`config.mk`:
```
export PLATFORM = sky130hd
export DESIGN_NAME = dre_ctrl
export DESIGN_NICKNAME = d
export VERILOG_FILES = /design/src/rtl/dre_pkg.sv /design/src/rtl/dre_ctrl.sv
export SDC_FILE = /design/constraint.sdc
export NUM_CORES = 1
export LEC_CHECK = 0
export BUFFER_PORTS_ARGS = -buffer_cell sky130_fd_sc_hd__buf_2
export CAP_MARGIN = 0
export CORE_AREA = 3 3 73 126
export CTS_BUF_LIST = sky130_fd_sc_hd__clkbuf_8
export DETAILED_ROUTE_END_ITERATION = 16
export DIE_AREA = 0 0 76 129
export GPL_ROUTABILITY_DRIVEN = 0
export GPL_TIMING_DRIVEN = 0
export SLEW_MARGIN = 20
export SYNTH_ARGS = -nofsm -noshare
export SYNTH_HDL_FRONTEND = slang
export SYNTH_SLANG_ARGS = --single-unit
```
`constraint.sdc`:
```
create_clock -name clk -period 8.2 [get_ports clk]
set_clock_uncertainty 0.15 [all_clocks]
set_input_delay 1.23 -clock clk [delete_from_list [all_inputs] [get_ports clk]]
set_output_delay 1.23 -clock clk [all_outputs]
set_load 0.01 [all_outputs]
```
`src/rtl/dre_pkg.sv`:
```
// Shared types, constants and register codes of the distance ratio extremes block.
`default_nettype none
package dre_pkg;

	localparam int DEF_MAX_POINTS  = 64;
	localparam int DEF_MAX_DIMS    = 8;
	localparam int DEF_COORD_WIDTH = 16;

	localparam int RATIO_W = 48;
	localparam int ROOT_W  = 24;
	localparam int FRAC_W  = 16;

	// Widest point and coordinate index over the legal parameter range.
	localparam int PIDX_W = 10;
	localparam int KIDX_W = 6;

	localparam int CFG_IDX_W  = 3;
	localparam int CFG_DATA_W = 7;

	localparam logic [CFG_IDX_W-1:0] REG_MODE       = 3'd0;
	localparam logic [CFG_IDX_W-1:0] REG_FROM_COUNT = 3'd1;
	localparam logic [CFG_IDX_W-1:0] REG_TO_COUNT   = 3'd2;
	localparam logic [CFG_IDX_W-1:0] REG_NUM_DIMS   = 3'd3;
	localparam logic [CFG_IDX_W-1:0] REG_DEN_DIMS   = 3'd4;

	typedef enum logic [3:0] {
		ST_IDLE,
		ST_START,
		ST_PAIR_INIT,
		ST_NUM,
		ST_DEN,
		ST_DRAIN,
		ST_DIV_GO,
		ST_DIV_WAIT,
		ST_UPDATE,
		ST_SQ_MIN_GO,
		ST_SQ_MIN_WAIT,
		ST_SQ_MAX_GO,
		ST_SQ_MAX_WAIT,
		ST_EMIT
	} state_t;

	typedef struct packed {
		logic              rd_en;
		logic              rd_space;
		logic              rd_set_b;
		logic [PIDX_W-1:0] rd_pa;
		logic [PIDX_W-1:0] rd_pb;
		logic [KIDX_W-1:0] rd_k;
		logic              acc_clr;
		logic              ext_clr;
		logic              div_start;
		logic              upd;
		logic              sqrt_start;
		logic              sqrt_sel;
		logic              emit_load;
		logic              no_pairs;
	} dp_cmd_t;

	typedef struct packed {
		logic pipe_busy;
		logic div_done;
		logic sqrt_done;
	} dp_stat_t;

endpackage
`default_nettype wire

```
`src/rtl/dre_ctrl.sv`:
```
// Controller: configuration registers, load handshake and the pair walk sequencer.
`default_nettype none
module dre_ctrl #(
	parameter int MAX_POINTS = dre_pkg::DEF_MAX_POINTS,
	parameter int MAX_DIMS   = dre_pkg::DEF_MAX_DIMS
) (
	input  wire logic                              clk,
	input  wire logic                              arst_n,
	input  wire logic                              cfg_we,
	input  wire logic [dre_pkg::CFG_IDX_W-1:0]     cfg_index,
	input  wire logic [dre_pkg::CFG_DATA_W-1:0]    cfg_wdata,
	input  wire logic                              in_valid,
	input  wire logic                              in_last,
	output logic                                   in_ready,
	output logic                                   out_valid,
	input  wire logic                              out_ready,
	output dre_pkg::dp_cmd_t                       cmd,
	input  wire dre_pkg::dp_stat_t                 stat
);
	localparam int CNT_W = $clog2(MAX_POINTS + 2) + 1;
	localparam int KC_W  = $clog2(MAX_DIMS + 1);

	dre_pkg::state_t state_q, state_d;

	logic             mode_q;
	logic [6:0]       from_count_q;
	logic [6:0]       to_count_q;
	logic [3:0]       num_dims_q;
	logic [3:0]       den_dims_q;

	logic [CNT_W-1:0] nf, nt;
	logic [KC_W-1:0]  nd, dd;
	logic [CNT_W-1:0] i_q, j_q;
	logic [KC_W-1:0]  k_q;
	logic [KC_W-1:0]  k_inc;
	logic             no_pairs_q;
	logic             out_valid_q;
	logic             any_pair;
	logic             row_end;
	logic             last_pair;
	logic             emit_ok;

	always_comb begin
		nf = (32'(from_count_q) > MAX_POINTS) ? CNT_W'(MAX_POINTS) : CNT_W'(from_count_q);
		nt = (32'(to_count_q) > MAX_POINTS) ? CNT_W'(MAX_POINTS) : CNT_W'(to_count_q);
		nd = (32'(num_dims_q) > MAX_DIMS) ? KC_W'(MAX_DIMS) : KC_W'(num_dims_q);
		dd = (32'(den_dims_q) > MAX_DIMS) ? KC_W'(MAX_DIMS) : KC_W'(den_dims_q);
		k_inc = k_q + 1'b1;
		any_pair = mode_q ? (nf != '0 && nt != '0) : (nf > CNT_W'(1));
		row_end  = mode_q ? (j_q + 1'b1 >= nt) : (j_q + 1'b1 >= nf);
		last_pair = mode_q ? (row_end && (i_q + 1'b1 >= nf))
		                   : (row_end && (i_q + CNT_W'(2) >= nf));
		emit_ok  = !out_valid_q || out_ready;
	end

	always_ff @(posedge clk or negedge arst_n) begin
		if (!arst_n) begin
			mode_q       <= 1'b0;
			from_count_q <= '0;
			to_count_q   <= '0;
			num_dims_q   <= 4'd1;
			den_dims_q   <= 4'd1;
		end else if (cfg_we) begin
			unique case (cfg_index)
				dre_pkg::REG_MODE:       mode_q       <= cfg_wdata[0];
				dre_pkg::REG_FROM_COUNT: from_count_q <= cfg_wdata;
				dre_pkg::REG_TO_COUNT:   to_count_q   <= cfg_wdata;
				dre_pkg::REG_NUM_DIMS:   num_dims_q   <= cfg_wdata[3:0];
				dre_pkg::REG_DEN_DIMS:   den_dims_q   <= cfg_wdata[3:0];
				default: ;
			endcase
		end
	end

	always_comb begin
		state_d = state_q;
		unique case (state_q)
			dre_pkg::ST_IDLE: begin
				if (in_valid && in_last) state_d = dre_pkg::ST_START;
			end
			dre_pkg::ST_START: begin
				state_d = any_pair ? dre_pkg::ST_PAIR_INIT : dre_pkg::ST_SQ_MIN_GO;
			end
			dre_pkg::ST_PAIR_INIT: begin
				if (nd != '0) state_d = dre_pkg::ST_NUM;
				else if (dd != '0) state_d = dre_pkg::ST_DEN;
				else state_d = dre_pkg::ST_DRAIN;
			end
			dre_pkg::ST_NUM: begin
				if (k_inc == nd) state_d = (dd != '0) ? dre_pkg::ST_DEN : dre_pkg::ST_DRAIN;
			end
			dre_pkg::ST_DEN: begin
				if (k_inc == dd) state_d = dre_pkg::ST_DRAIN;
			end
			dre_pkg::ST_DRAIN: begin
				if (!stat.pipe_busy) state_d = dre_pkg::ST_DIV_GO;
			end
			dre_pkg::ST_DIV_GO:   state_d = dre_pkg::ST_DIV_WAIT;
			dre_pkg::ST_DIV_WAIT: begin
				if (stat.div_done) state_d = dre_pkg::ST_UPDATE;
			end
			dre_pkg::ST_UPDATE: begin
				state_d = last_pair ? dre_pkg::ST_SQ_MIN_GO : dre_pkg::ST_PAIR_INIT;
			end
			dre_pkg::ST_SQ_MIN_GO:   state_d = dre_pkg::ST_SQ_MIN_WAIT;
			dre_pkg::ST_SQ_MIN_WAIT: begin
				if (stat.sqrt_done) state_d = dre_pkg::ST_SQ_MAX_GO;
			end
			dre_pkg::ST_SQ_MAX_GO:   state_d = dre_pkg::ST_SQ_MAX_WAIT;
			dre_pkg::ST_SQ_MAX_WAIT: begin
				if (stat.sqrt_done) state_d = dre_pkg::ST_EMIT;
			end
			dre_pkg::ST_EMIT: begin
				if (emit_ok) state_d = dre_pkg::ST_IDLE;
			end
			default: state_d = dre_pkg::ST_IDLE;
		endcase
	end

	always_comb begin
		in_ready       = state_q == dre_pkg::ST_IDLE;
		cmd            = '0;
		cmd.rd_en      = (state_q == dre_pkg::ST_NUM) || (state_q == dre_pkg::ST_DEN);
		cmd.rd_space   = state_q == dre_pkg::ST_DEN;
		cmd.rd_set_b   = mode_q;
		cmd.rd_pa      = dre_pkg::PIDX_W'(i_q);
		cmd.rd_pb      = dre_pkg::PIDX_W'(j_q);
		cmd.rd_k       = dre_pkg::KIDX_W'(k_q);
		cmd.acc_clr    = state_q == dre_pkg::ST_PAIR_INIT;
		cmd.ext_clr    = state_q == dre_pkg::ST_START;
		cmd.div_start  = state_q == dre_pkg::ST_DIV_GO;
		cmd.upd        = state_q == dre_pkg::ST_UPDATE;
		cmd.sqrt_start = (state_q == dre_pkg::ST_SQ_MIN_GO) ||
		                 (state_q == dre_pkg::ST_SQ_MAX_GO);
		cmd.sqrt_sel   = state_q == dre_pkg::ST_SQ_MAX_GO;
		cmd.emit_load  = (state_q == dre_pkg::ST_EMIT) && emit_ok;
		cmd.no_pairs   = no_pairs_q;
	end

	always_ff @(posedge clk or negedge arst_n) begin
		if (!arst_n) begin
			state_q     <= dre_pkg::ST_IDLE;
			i_q         <= '0;
			j_q         <= '0;
			k_q         <= '0;
			no_pairs_q  <= 1'b0;
			out_valid_q <= 1'b0;
		end else begin
			state_q <= state_d;
			if (cmd.emit_load) begin
				out_valid_q <= 1'b1;
			end else if (out_ready) begin
				out_valid_q <= 1'b0;
			end
			unique case (state_q)
				dre_pkg::ST_START: begin
					i_q        <= '0;
					j_q        <= mode_q ? '0 : CNT_W'(1);
					no_pairs_q <= !any_pair;
				end
				dre_pkg::ST_PAIR_INIT: k_q <= '0;
				dre_pkg::ST_NUM:       k_q <= (k_inc == nd) ? '0 : k_inc;
				dre_pkg::ST_DEN:       k_q <= k_inc;
				dre_pkg::ST_UPDATE: begin
					if (!row_end) begin
						j_q <= j_q + 1'b1;
					end else begin
						i_q <= i_q + 1'b1;
						j_q <= mode_q ? '0 : i_q + CNT_W'(2);
					end
				end
				default: ;
			endcase
		end
	end

	assign out_valid = out_valid_q;
endmodule
`default_nettype wire

```
# Word level (Yosys, flattened, before mapping)
# Cells that the tools add are included.
# W data, S select, Z words.
# word_totals
reg_bits	49
inputBits	19
output_inout_bits	39
# classes
add_sub_neg	4
order_cmp	9
eq_ne	28
n_mux	30
reduce_logical	26
# op_table
operator	n
$pmux W4 S14	1
$mux W4	13
$ge A8 B7 Y1	4
$pmux W8 S2	2
$eq A4 B4 Y1 const B	6
$mux W8	3
$add A8 B1 Y8 const B	2
$eq A4 B3 Y1 const B	4
$reduce_bool A8 Y1	2
$gt A7 B7 Y1 const B	2
$mux W7	2
$ne A2 B2 Y1 const B	6
$pmux W4 S3	1
$reduce_and A2 Y1	6
$add A8 B2 Y8 const B	1
$eq A4 B2 Y1 const B	2
$eq A4 B4 Y1	2
$gt A4 B4 Y1 const B	2
$reduce_and A8 Y1	1
$reduce_bool A4 Y1	2
$gt A7 B1 Y1 const B	1
$mux W1	7
$eq A3 B2 Y1 const B	2
$ne A2 B1 Y1 const B	3
other kinds (12)	20

# Logic depth before layout (Yosys ltp)
# Gate-level depths: netlist of run 1.
# logic_depth
ltp_word	8
ltp_mapped	11
ltp_nobuf	10

# Worst setup path after synthesis of run 1
# No wires, ideal clock.
# synth_timing
path_kind	register -> register
startpoint	reg j_q[0]
endpoint	reg i_q[2]
t_arrival_ns	2.697
required_ns	7.912
setup_slack_ns	5.215
stages_incl_launch_ff	12
cell_sequence	dfrtp_1 -> ha_1 -> nand4_1 -> xnor2_1 -> ha_1 -> and3_1 -> a221o_1 -> a31oi_2 -> o21ai_2 -> buf_6 -> o2111ai_1 -> o311ai_1
# synth_via
elab_chain_cells	5
# synth_lines
element	line	source
start: declaration	dre_ctrl.sv:33	logic [CNT_W-1:0] i_q, j_q;
start signal: assignment	dre_ctrl.sv:158	j_q <= mode_q ? '0 : CNT_W'(1);
start signal: assignment	dre_ctrl.sv:166	j_q <= j_q + 1'b1;
start signal: assignment	dre_ctrl.sv:169	j_q <= mode_q ? '0 : i_q + CNT_W'(2);
$add A8 B1 Y8 (*)	dre_ctrl.sv:50	row_end = mode_q ? (j_q + 1'b1 >= nt) : (j_q + 1'b1 >= nf);
$ge A8 B7 Y1	dre_ctrl.sv:50	
$mux W1 (*)	dre_ctrl.sv:50	
$ne A2 B1 Y1 (no source line) (*)	--	
$reduce_and A2 Y1 (no source line) (*)	--	
end signal: assignment	dre_ctrl.sv:168	i_q <= i_q + 1'b1;
end: declaration	dre_ctrl.sv:33	
# Mark *: on every way between the ends. The rest lies on a longest branch, timed or not.
# A chain may end at the register's enable or synchronous reset.

# Worst setup path in the final report of run 1
# Ends and elaborated chain as after synthesis.

==> results summary, run 1 <==
For this run, the leading register cell type out of synthesis is sky130_fd_sc_hd__dfrtp_1. The worst setup path is launched from a flip-flop. From bottom edge to top edge, the die measures roughly 130 um.

The setup-violating endpoint count in the final report came out at 0. The final layout contains 501 nets. The proportion of netlist area held by the largest area contributor came out at 0.322. In the final timing run, aggregate negative setup slack is 0 ns. In the synthesized netlist, the cells that appear most often are 47 x sky130_fd_sc_hd__dfrtp_1, 41 x sky130_fd_sc_hd__nand2_1, 30 x sky130_fd_sc_hd__ha_1, 21 x sky130_fd_sc_hd__mux2_2, 19 x sky130_fd_sc_hd__nor2_1. The count of antenna diodes in the layout is 0. The count of mapped cells out of synthesis came out at approximately 390. After detailed routing, the average wire length per cell comes to 17.3 um. After synthesis the netlist holds a flip-flop and latch count of 49. Data on the critical path arrives at its endpoint at 3.73 ns.

The largest voltage drop on the vdd net is approximately 200 uV. In this run the clock root is driven by a sky130_fd_sc_hd__clkbuf_8. By startpoint and endpoint, the worst setup path is classified as flip-flop to flip-flop.

Summing all placed instances gives a cell area of ~4100 um^2. The maximum frequency from static timing analysis is between 200 and 300 MHz. The count of fill cells added during filler insertion came out at around 820. Counting flops with a built-in enable in the synthesized netlist gives 0. The count of unresolved DRC violations after routing is 0. The flow ran to the end, and the final reports show no timing, DRC or antenna violations. The worst stage delay on the critical path is 0.62 ns. The count of buffers added by post-CTS timing repair for setup came out at 0. STA classifies the critical path endpoint as a flip-flop. In this run the remaining antenna-violating nets after routing total 0. The number of buffer cells added on primary ports came out at approximately 50. The data required time of the critical path is slightly above 8 ns.

Counting flops with an async set or reset pin after synthesis yields a share of 1.00. The synthesized cell area came out at around 3700 um^2. Of the cells placed in the final design, the portion with a size suffix greater than 1 is 0.249. The total I/O pin count is 58. The signal on the critical path passes through ha_1 -> nand4_1 -> xnor2_1 -> ha_1 -> and3_1 -> a221o_1 -> a31oi_2 -> o21ai_2 -> buf_6 -> o2111ai_1 -> o311ai_1. Wires add up to 9.82 mm.

Setup repair after global routing left no endpoint under its margin. The post-route fraction of the period consumed by the critical path came out at 0.452. The count of max-cap constraint violations is 0. The total vias in the final route came out at ~3,200. The TritonCTS sink count came out at about 50. The post-cts gate resize count is 0. By instance count, the cell type seen most on the critical path is sky130_fd_sc_hd__ha_1. The first detailed-routing pass ran for 4 iterations. The static leakage power is between 2 and 2.5 nW. The number of max-slew violations in the final report came out at 0. The dominant delay contributor by cell family on the critical path is compound AO/OA/AOI/OAI gates. The power per unit of standard cell area came out at 284 nW/um^2. After global routing the overflow that remains totals 0. The average instance in the mapped netlist occupies approximately 9.4 um^2. In the global route stage, overall resource usage came out at 0.207.

The detailed router finished its first iteration with ~190 violations. The area of the core region came out at 8310 um^2. By area the synthesized netlist is led by sky130_fd_sc_hd__dfrtp_1 32%, sky130_fd_sc_hd__ha_1 10%, sky130_fd_sc_hd__mux2_2 6.5%. The number of buffers on the longest clock path came out at 2. The final hold violation count came out at 0.

From synthesis to final layout, the design area changed by 14.7%. Before CTS, the worst setup slack after placement is approximately 4.6 ns. The clock input transition at the sequential cells of the worst setup and hold paths came out at roughly 0.10 ns. The most area-hungry cell type in the Yosys netlist is sky130_fd_sc_hd__dfrtp_1.

The slowest stage cell on the critical path is sky130_fd_sc_hd__dfrtp_1. The per-cell via count in the routed design is roughly 5.7. The die covers 9800 um^2. The number of global-route vias before repair came out at between 3,000 and 4,000. The setup slack of the most critical reg-to-reg path is between 4 and 5 ns.

The worst path needs 3.71 ns of the cycle, external delays included. During synthesis, Yosys emitted a total of 0 warnings. The maximum fanout along the worst path is 10. In this run the tightest slew margin relative to its limit is 0.573. The number of antenna violations at the first check in global routing came to 0. The critical path buffer and inverter count came out at 1.

The number of unique standard cell types used by synthesis came out at 67. The TritonCTS clock tree is done. The initial cell density of the core is 0.439. The utilization of the core after routing came out at 0.504.

The setup slack after layout came out at approximately 4.5 ns. The most common cell in the synthesized netlist is sky130_fd_sc_hd__dfrtp_1. The number of buffers inserted by hold repair at cts came out at 0. The insertion delay to the later sink of the worst-skew pair came out at around 0.31 ns. In this run, CTS created clock tree buffers numbering 5. The die width came out at between 70 and 80 um. The path class of the tightest hold or removal check is flip-flop to flip-flop. Entering global routing, the biggest net connects 50 pins. Of the synthesized area, sequential elements account for 0.336. The first global-routing pass estimated ~16 mm of wire. The number of H-tree branching levels came out at 2. The finished layout cell area is between 4000 and 5000 um^2. The floorplan row count came out at 44.

At the pin with the least slew margin, the transition time is between 0.6 and 0.7 ns. The final HPWL from detailed placement came out at between 7 and 8 mm.
kinds of logic after synthesis:
family	Yosys count	share of synthesized area
AND/OR/NAND/NOR	130	0.180
flip-flops	49	0.336
XOR/XNOR	25	0.0599
other	1	0.00103
multiplexers	27	0.0812
buffers and inverters	40	0.0541
AO/OA/AOI/OAI	87	0.185
adder cells (fa/ha/maj)	30	0.103
placed cells by master, fill, tap and decap left out, drive strengths merged, types with 3 or more instances in the layout:
master | Yosys | layout
buf | 15 | 66
dfrtp | 47 | 47
nand2 | 41 | 41
ha | 30 | 30
mux2 | 21 | 21
nor2 | 19 | 19
inv | 17 | 17
o21ai | 17 | 17
nand3 | 16 | 16
xnor2 | 15 | 15
a21oi | 13 | 13
clkbuf | 8 | 13
xor2 | 10 | 10
a31oi | 9 | 9
and3 | 8 | 8
nand4 | 7 | 7
nor3 | 7 | 7
nor4 | 7 | 7
nand2b | 6 | 6
nor2b | 6 | 6
mux2i | 6 | 6
conb | 1 | 6
a211oi | 5 | 5
a21o | 4 | 4
a31o | 4 | 4
a22o | 3 | 3
o211ai | 3 | 3
o31ai | 3 | 3
a21boi | 3 | 3
registers in the layout (all words and copies together) (netlist names):
| name | count |
|---|---|
| i_q | 8 |
| j_q | 8 |
| from_count_q | 7 |
| to_count_q | 7 |
| den_dims_q | 4 |
| k_q | 4 |
| num_dims_q | 4 |
| state_q | 4 |
| mode_q | 1 |
| no_pairs_q | 1 |
| out_valid | 1 |
path summary, 6_finish.rpt:
kind	depth (start not counted)	startpoint	end
worst max register to register	11	j_q[0]	i_q[2]
max in group asynchronous	1	arst_n	state_q[1]
worst max-delay path	11	j_q[0]	i_q[2]
worst min register to register	2	no_pairs_q	no_pairs_q
min in group asynchronous	1	arst_n	j_q[1]
worst min-delay path	2	no_pairs_q	no_pairs_q
tightest hold or removal path: stages, from the launching register on:
cell,delay (ns)
sky130_fd_sc_hd__dfrtp_1,0.36
sky130_fd_sc_hd__nand2_1,0.05
sky130_fd_sc_hd__o21ai_0,0.06
area by class of cell:
class	instances	area, um^2	share of cell area
Multi-Input combinational cell	305	2250	0.536
Timing Repair Buffer	51	258	0.0615
Clock buffer	5	68.8	0.0164
Inverter	17	63.8	0.0152
Tap cell	115	144	0.0343
Buffer	23	134	0.0320
Sequential cell	49	1230	0.293
Clock inverter	3	46.3	0.0111
power breakdown:
part | total [W] | switching (W) | leakage (nW) | internal, W
clock network | 0.000182 | 0.0000904 | 0.0543 | 0.0000915
logic | 0.000634 | 0.000377 | 1.36 | 0.000257
registers | 0.000373 | 0.0000713 | 0.620 | 0.000302
total | 0.00119 | 0.000539 | 2.03 | 0.000650
metal layers:
layer	up-vias	share of wire	GRT usage
li1	1540	-	-
met5	-	0	0
met2	97	0.55	0.397
met1	1538	0.36	0.213
met3	38	0.041	0.0294
met4	0	0.050	0.122
through the flow:
| stage | instances | total power (W) | hold WS, ns |
|---|---|---|---|
| global placement | 560 | 0.000999 | 0.326 |
| CTS | 568 | 0.00120 | 0.354 |
| floorplan | 394 | 0.000818 | 0.301 |
| finish | 568 | 0.00119 | 0.347 |
| detailed placement | 560 | 0.00101 | 0.331 |
| global route | 568 | 0.00129 | 0.406 |
Power figures use the tool's default switching activity.
==> run 2, diff against run 1 <==
- clock period: 8.2 -> 3.5 ns (I/O delays scaled with it)
==> results summary, run 2 (same netlist as run 1, synthesis figures left out) <==
The flow ran to the end, and the final reports show no timing, DRC or antenna violations. For the pin with the worst max-slew slack, the measured transition is between 0.6 and 0.7 ns. By startpoint and endpoint, the worst setup path is classified as flip-flop to flip-flop. After detailed routing, the number of remaining DRC violations is 0.

The largest voltage drop on the vdd net came out at ~480 uV. The number of buffers inserted by hold repair at cts came out at 0. The number of buffers on the longest clock path is 2. The die area is around 9800 um^2.

The most common cell after layout, fill and taps aside is sky130_fd_sc_hd__buf_2. The maximum frequency from static timing analysis is between 300 and 400 MHz. The setup slack after layout came out at around 0.23 ns. At the worst endpoint, the required time is roughly 3.5 ns. Setup repair after global routing left no endpoint under its margin.

The tree built by TritonCTS fans out to just under 50 sinks. Measured along the x axis, the die boundary spans roughly 76 um. The TritonCTS buffer count is 5. In this run the vertical extent of the chip is between 100 and 150 um. The floorplan has 44 rows. The critical path data arrival time is about 3.3 ns. The largest registers in the layout are i_q x8, j_q x8. The setup-violating endpoint count in the final report came out at 0. The logic depth of the worst register-to-register path came out at 11. In this run the worst hold path is classified as input pin to asynchronous set/reset pin. In this run the clock root is driven by a sky130_fd_sc_hd__clkbuf_8.

Entering global routing, the biggest net connects 50 pins. The total vias in the final route is between 3,000 and 4,000. The first TritonRoute pass finished after 4 iterations.

The count of antenna diodes in the layout came out at 0. In this run the worst path has a maximum fanout of 10. The total wire length came out at approximately 9.9 mm.

The worst-case headroom to the max-slew limit is 0.572. The setup slack after placement is -0.120 ns. The overall routing resource usage is 0.208. For the worst-skew pair, the clock arrives at the later sink with an insertion delay of around 0.31 ns.

The reg-to-reg critical path endpoint is i_q[2]. The startpoint of the worst-slack reg-to-reg timing path is j_q[0]. The clock input transition at the sequential cells of the worst setup and hold paths is roughly 0.10 ns.

The static leakage power is 2.07 nW. The number of nets in the layout came out at just over 500. The count of nets left with antenna violations once routing finished came out at 0. The area of the core region came out at roughly 8300 um^2. Leaving out fill and tap cells, the most frequent cells in the layout are 55 x sky130_fd_sc_hd__buf_2, 45 x sky130_fd_sc_hd__dfrtp_1, 41 x sky130_fd_sc_hd__nand2_1. The per-cell via count in the routed design came out at around 5.7.

The number of buffer cells added on primary ports is just over 50. The relative area change from synthesis to final layout came out at 16.4%. The total I/O pin count is between 50 and 60. Of the cells placed in the final design, the portion with a size suffix greater than 1 is 0.269. The initial cell density of the core is 0.439. The number of cells after detailed placement is 560.

The TritonCTS clock tree is done. The final hold violation count came out at 0. The number of H-tree branching levels came out at 2. STA classifies the critical path endpoint as a flip-flop. Detailed placement ended at an HPWL of 7.66 mm. The number of antenna violations at the first check in global routing came to 0. The setup check on the worst reg-to-reg path leaves a slack of between 0.2 and 0.25 ns. The violation count after the first detailed-route iteration is 200. The number of max-slew violations in the final report was 0. The count of max-cap constraint violations came out at 0. The filler-free cell count of the finished design came out at between 500 and 600. The post-route fraction of the period consumed by the critical path is 0.935. Global routing finished with a remaining overflow of 0. The number of global-route vias before repair is between 3,000 and 4,000. The wire length of the first global-routing pass is ~16 mm.

The power per unit of standard cell area is between 600 and 700 nW/um^2. The worst setup path is launched from a flip-flop. The mean routed wirelength per cell came out at 17.3 um.

After layout, the minimum clock period comes to ~3.3 ns.
[run 2: cell types whose count changed in the layout (fill, tap and decap cells not counted), sizes merged]
cell	previous run	this run
buf	66	70
[run 2: area by class of cell]
class | instances | area (um^2)
fill | 817 | 4060
multi-input combinational | 305 | 2280
sequential | 49 | 1230
timing repair buffer | 55 | 288
tap | 115 | 144
buffer | 23 | 134
clock buffer | 5 | 68.8
inverter | 17 | 63.8
clock inverter | 3 | 46.3
[run 2: timing repair]
item | CTS | global route
gates resized for setup | 2 | 5
pin swaps | 0 | 3
endpoints found under the hold margin | 0 | 0
setup buffers | 0 | 4
setup endpoints to repair | 17 | 17
[run 2: per-layer routing]
metal / track usage / part of all wire
met2: 0.399 / 0.56
met4: 0.122 / 0.044
met5: 0 / 0
met3: 0.0294 / 0.038
met1: 0.213 / 0.36
[run 2: power breakdown]
group / internal, W / switching [W] / total (W)
Sequential: 0.000710 / 0.000160 / 0.000870
Clock: 0.000214 / 0.000212 / 0.000427
Combinational: 0.000624 / 0.000908 / 0.00153
Total: 0.00155 / 0.00128 / 0.00283
[run 2: worst max-delay path by stage]
stage | startpoint | to | cells past startpoint
finish | j_q[0] | i_q[2] | 11
global route | j_q[0] | i_q[2] | 11
CTS | j_q[0] | j_q[0] | 11
detailed placement | j_q[0] | i_q[2] | 11
global placement | j_q[0] | j_q[0] | 11
floorplan | j_q[0] | i_q[2] | 11
[run 2: stage by stage]
stage	instance area [um^2]	power [W]	setup TNS, ns	utilization	hold WS (ns)
2_1_floorplan	3670	0.00192	0	-	0.0794
3_3_place_gp	4070	0.00234	-0.174	0.490	0.326
3_5_place_dp	4070	0.00236	-0.847	0.490	0.331
4_1_cts	4200	0.00281	0	0.505	0.103
5_1_grt	4250	0.00306	0	0.512	0.129
6_report	4250	0.00283	0	0.512	0.0786
[run 2: worst max-delay path, cell delays in order, from the launching register on]
cell                        delay, ns
sky130_fd_sc_hd__dfrtp_2         0.46
sky130_fd_sc_hd__ha_2            0.27
sky130_fd_sc_hd__nand4_1         0.15
sky130_fd_sc_hd__xnor2_2         0.31
sky130_fd_sc_hd__ha_1            0.30
sky130_fd_sc_hd__and3_1          0.23
sky130_fd_sc_hd__a221o_1         0.33
sky130_fd_sc_hd__a31oi_4         0.22
sky130_fd_sc_hd__o21ai_2         0.19
sky130_fd_sc_hd__buf_6           0.21
sky130_fd_sc_hd__o2111ai_1       0.18
sky130_fd_sc_hd__o311ai_1        0.12
==> run 3, diff against run 2 <==
- REMOVE_ABC_BUFFERS: unset -> 1
==> results summary, run 3 (same netlist as run 1, synthesis figures left out) <==
The floorplan row count came out at 44. The worst pin sits at a relative slew slack of 0.570. STA classifies the critical path endpoint as a flip-flop. The number of buffer cells added on primary ports came out at between 50 and 60. The initial cell density of the core is 0.439. Total power for the finished layout comes to approximately 0.0027 W. The number of nets in the layout is between 400 and 500. The aggregate global routing overflow is 0. In this run the most used layer during global routing was met2. In the global route stage, overall resource usage came out at 0.197. The largest individual stage delay along the critical path comes from the cell sky130_fd_sc_hd__o21ai_4. The library cell used most frequently in the layout, excluding fill and tap cells, is sky130_fd_sc_hd__buf_2. The number of H-tree branching levels is 2. After detailed routing, the number of remaining DRC violations is 0. Before CTS, the worst setup slack after placement is -0.236 ns. The post-detailed-route count of antenna-violating nets is 0. The maximum frequency from static timing analysis came out at slightly above 300 MHz.

The area of the core region is approximately 8300 um^2. The per-cell via count in the routed design is ~5.8. The number of cells after detailed placement is between 500 and 600. The utilization of the core after routing is 0.491. In this run the clock root is driven by a sky130_fd_sc_hd__clkbuf_8. The count of max-cap constraint violations came out at 0. The final critical-path required period is about 3.3 ns. The data required time of the critical path is 3.57 ns. The total wire length came out at 9.50 mm.

The endpoint identified for the worst register-to-register timing path is j_q[5]. The insertion delay to the later sink of the worst-skew pair came out at 0.32 ns. The met1 layer usage reported by global route is 0.211.

The number of antenna diodes in the final layout is 0. The clock input transition at the sequential cells of the worst setup and hold paths came out at roughly 0.11 ns. The number of buffers on the longest clock path is 2. For the pin with the worst max-slew slack, the measured transition is 0.642 ns. Setup repair after global routing left no endpoint under its margin.

The number of antenna violations at the first check in global routing came out at 0. The pin count of the biggest net entering global routing is 50. The vertical die dimension came out at approximately 130 um. The number of max-slew violations in the final report came out at 0. Of all nets on the critical path, the largest fanout is 18. The startpoint class of the critical path is a flip-flop.

The worst setup path is of the flip-flop to flip-flop kind. The area growth from synthesis to layout is 11.6%. The largest voltage drop on the vdd net came out at between 400 and 500 uV. The final HPWL from detailed placement came out at roughly 7.3 mm. The total vias in the final route came out at roughly 3,100. The number of global-route vias before repair came out at roughly 3,100.

The setup-violating endpoint count in the final report is 0. By instance count, the cell type seen most on the critical path is sky130_fd_sc_hd__ha_1. Across all register-to-register paths, the minimum setup slack is between 0.15 and 0.2 ns. The run finished with clean final reports. The signal on the critical path passes through ha_1 -> nand4_1 -> xnor2_2 -> ha_1 -> and3_1 -> a221o_1 -> a31oi_2 -> o21ai_4 -> o21ai_0 -> a221o_2. The number of buffers inserted by hold repair at cts is 0. The dominant delay contributor by cell family on the critical path is compound AO/OA/AOI/OAI gates. Of the available clock period, the critical path in the final layout requires 0.945. In the final layout, the share of cells above drive strength 1 is 0.244.

For met2 alone, demand over resource in global routing was 0.383. The worst stage delay on the critical path is between 0.5 and 0.6 ns. Measured along the x axis, the die boundary spans between 70 and 80 um.

The die area is approximately 10000 um^2. The violation count after the first detailed-route iteration is ~160. Once routing completed, OpenROAD measured the worst setup slack at approximately 0.19 ns. The largest registers in the layout are i_q x8, j_q x8. The TritonCTS clock tree is done. The critical path contains buffers and inverters numbering 0 combined. The top cell types in the final layout, fill and taps aside, are 50 x sky130_fd_sc_hd__buf_2, 45 x sky130_fd_sc_hd__dfrtp_1, 40 x sky130_fd_sc_hd__nand2_1. The number of iterations in the first detailed-routing pass came out at 4. In this run the static leakage power is between 1.5 and 2 nW. The TritonCTS sink count is just under 50. The final hold violation count came to 0.

The filler-free cell count of the finished design is 545. The critical path data arrival time is roughly 3.4 ns. Pin placement for this block handled 58 I/O pins. In the final routed layout, each cell accounts on average for roughly 17 um.

The wire length of the first global-routing pass is around 15 mm. The logic depth of the worst register-to-register path came out at 10. The met3 track utilization from global routing came out at 0.0245. The startpoint of the worst-slack reg-to-reg timing path is j_q[0]. Counting the buffers created by CTS gives 5. The power per unit of standard cell area came out at approximately 650 nW/um^2.

The path class of the tightest hold or removal check is input pin to asynchronous set/reset pin.
==> run 3: power by group <==
| part | switching, W | leakage, nW | internal [W] | total, W |
|---|---|---|---|---|
| clock | 0.000232 | 0.0506 | 0.000150 | 0.000383 |
| sequential | 0.000265 | 0.617 | 0.000708 | 0.000972 |
| combinational | 0.000758 | 1.30 | 0.000556 | 0.00131 |
| total | 0.00125 | 1.97 | 0.00141 | 0.00267 |
==> run 3: how the worst max path moves through the flow <==
stage	start	endpoint	slack (ns)	depth (start not counted)
2_1_floorplan	j_q[0]	j_q[5]	0.38	10
3_5_place_dp	j_q[0]	i_q[3]	-0.24	10
3_3_place_gp	j_q[0]	i_q[4]	-0.24	10
6_report	j_q[0]	j_q[5]	0.19	10
4_1_cts	j_q[0]	i_q[1]	0.1	10
5_1_grt	j_q[0]	j_q[5]	0.01	10
==> run 3: per-stage QoR <==
step | hold WS, ns | cell area, um^2 | setup TNS (ns)
after detailed placement | 0.328 | 3940 | -1.50
after floorplan | 0.0794 | 3540 | 0
after global routing | 0.105 | 4080 | 0
after CTS | 0.0911 | 4050 | 0
final | 0.0559 | 4080 | 0
after global placement | 0.314 | 3940 | -1.72
==> run 3: worst reg2reg max path: cells and delay by family, from the launching register on <==
kind	cells	cell delay [ns]
AO/OA/AOI/OAI	5	1.35
adder cells (fa/ha/maj)	2	0.64
flip-flops	1	0.50
AND/OR/NAND/NOR	2	0.38
XOR/XNOR	1	0.20
==> run 3: area by class of cell <==
| type | count | area, um^2 |
|---|---|---|
| fill | 827 | 4240 |
| multi-input combinational | 305 | 2280 |
| sequential | 49 | 1230 |
| timing repair buffer | 51 | 258 |
| tap | 115 | 144 |
| clock buffer | 5 | 68.8 |
| inverter | 17 | 63.8 |
| clock inverter | 3 | 28.8 |
==> run 3: what timing repair did <==
action                     4_1_cts  5_1_grt
pin swaps                        0        1
setup endpoints to repair       13       11
gates resized for setup          3        6
buffers inserted                 0        0
==> run 3: metal layers <==
layer,vias up,part of all wire
met5,-,0
met4,0,0.030
met3,18,0.032
met2,72,0.56
met1,1542,0.37
li1,1505,-
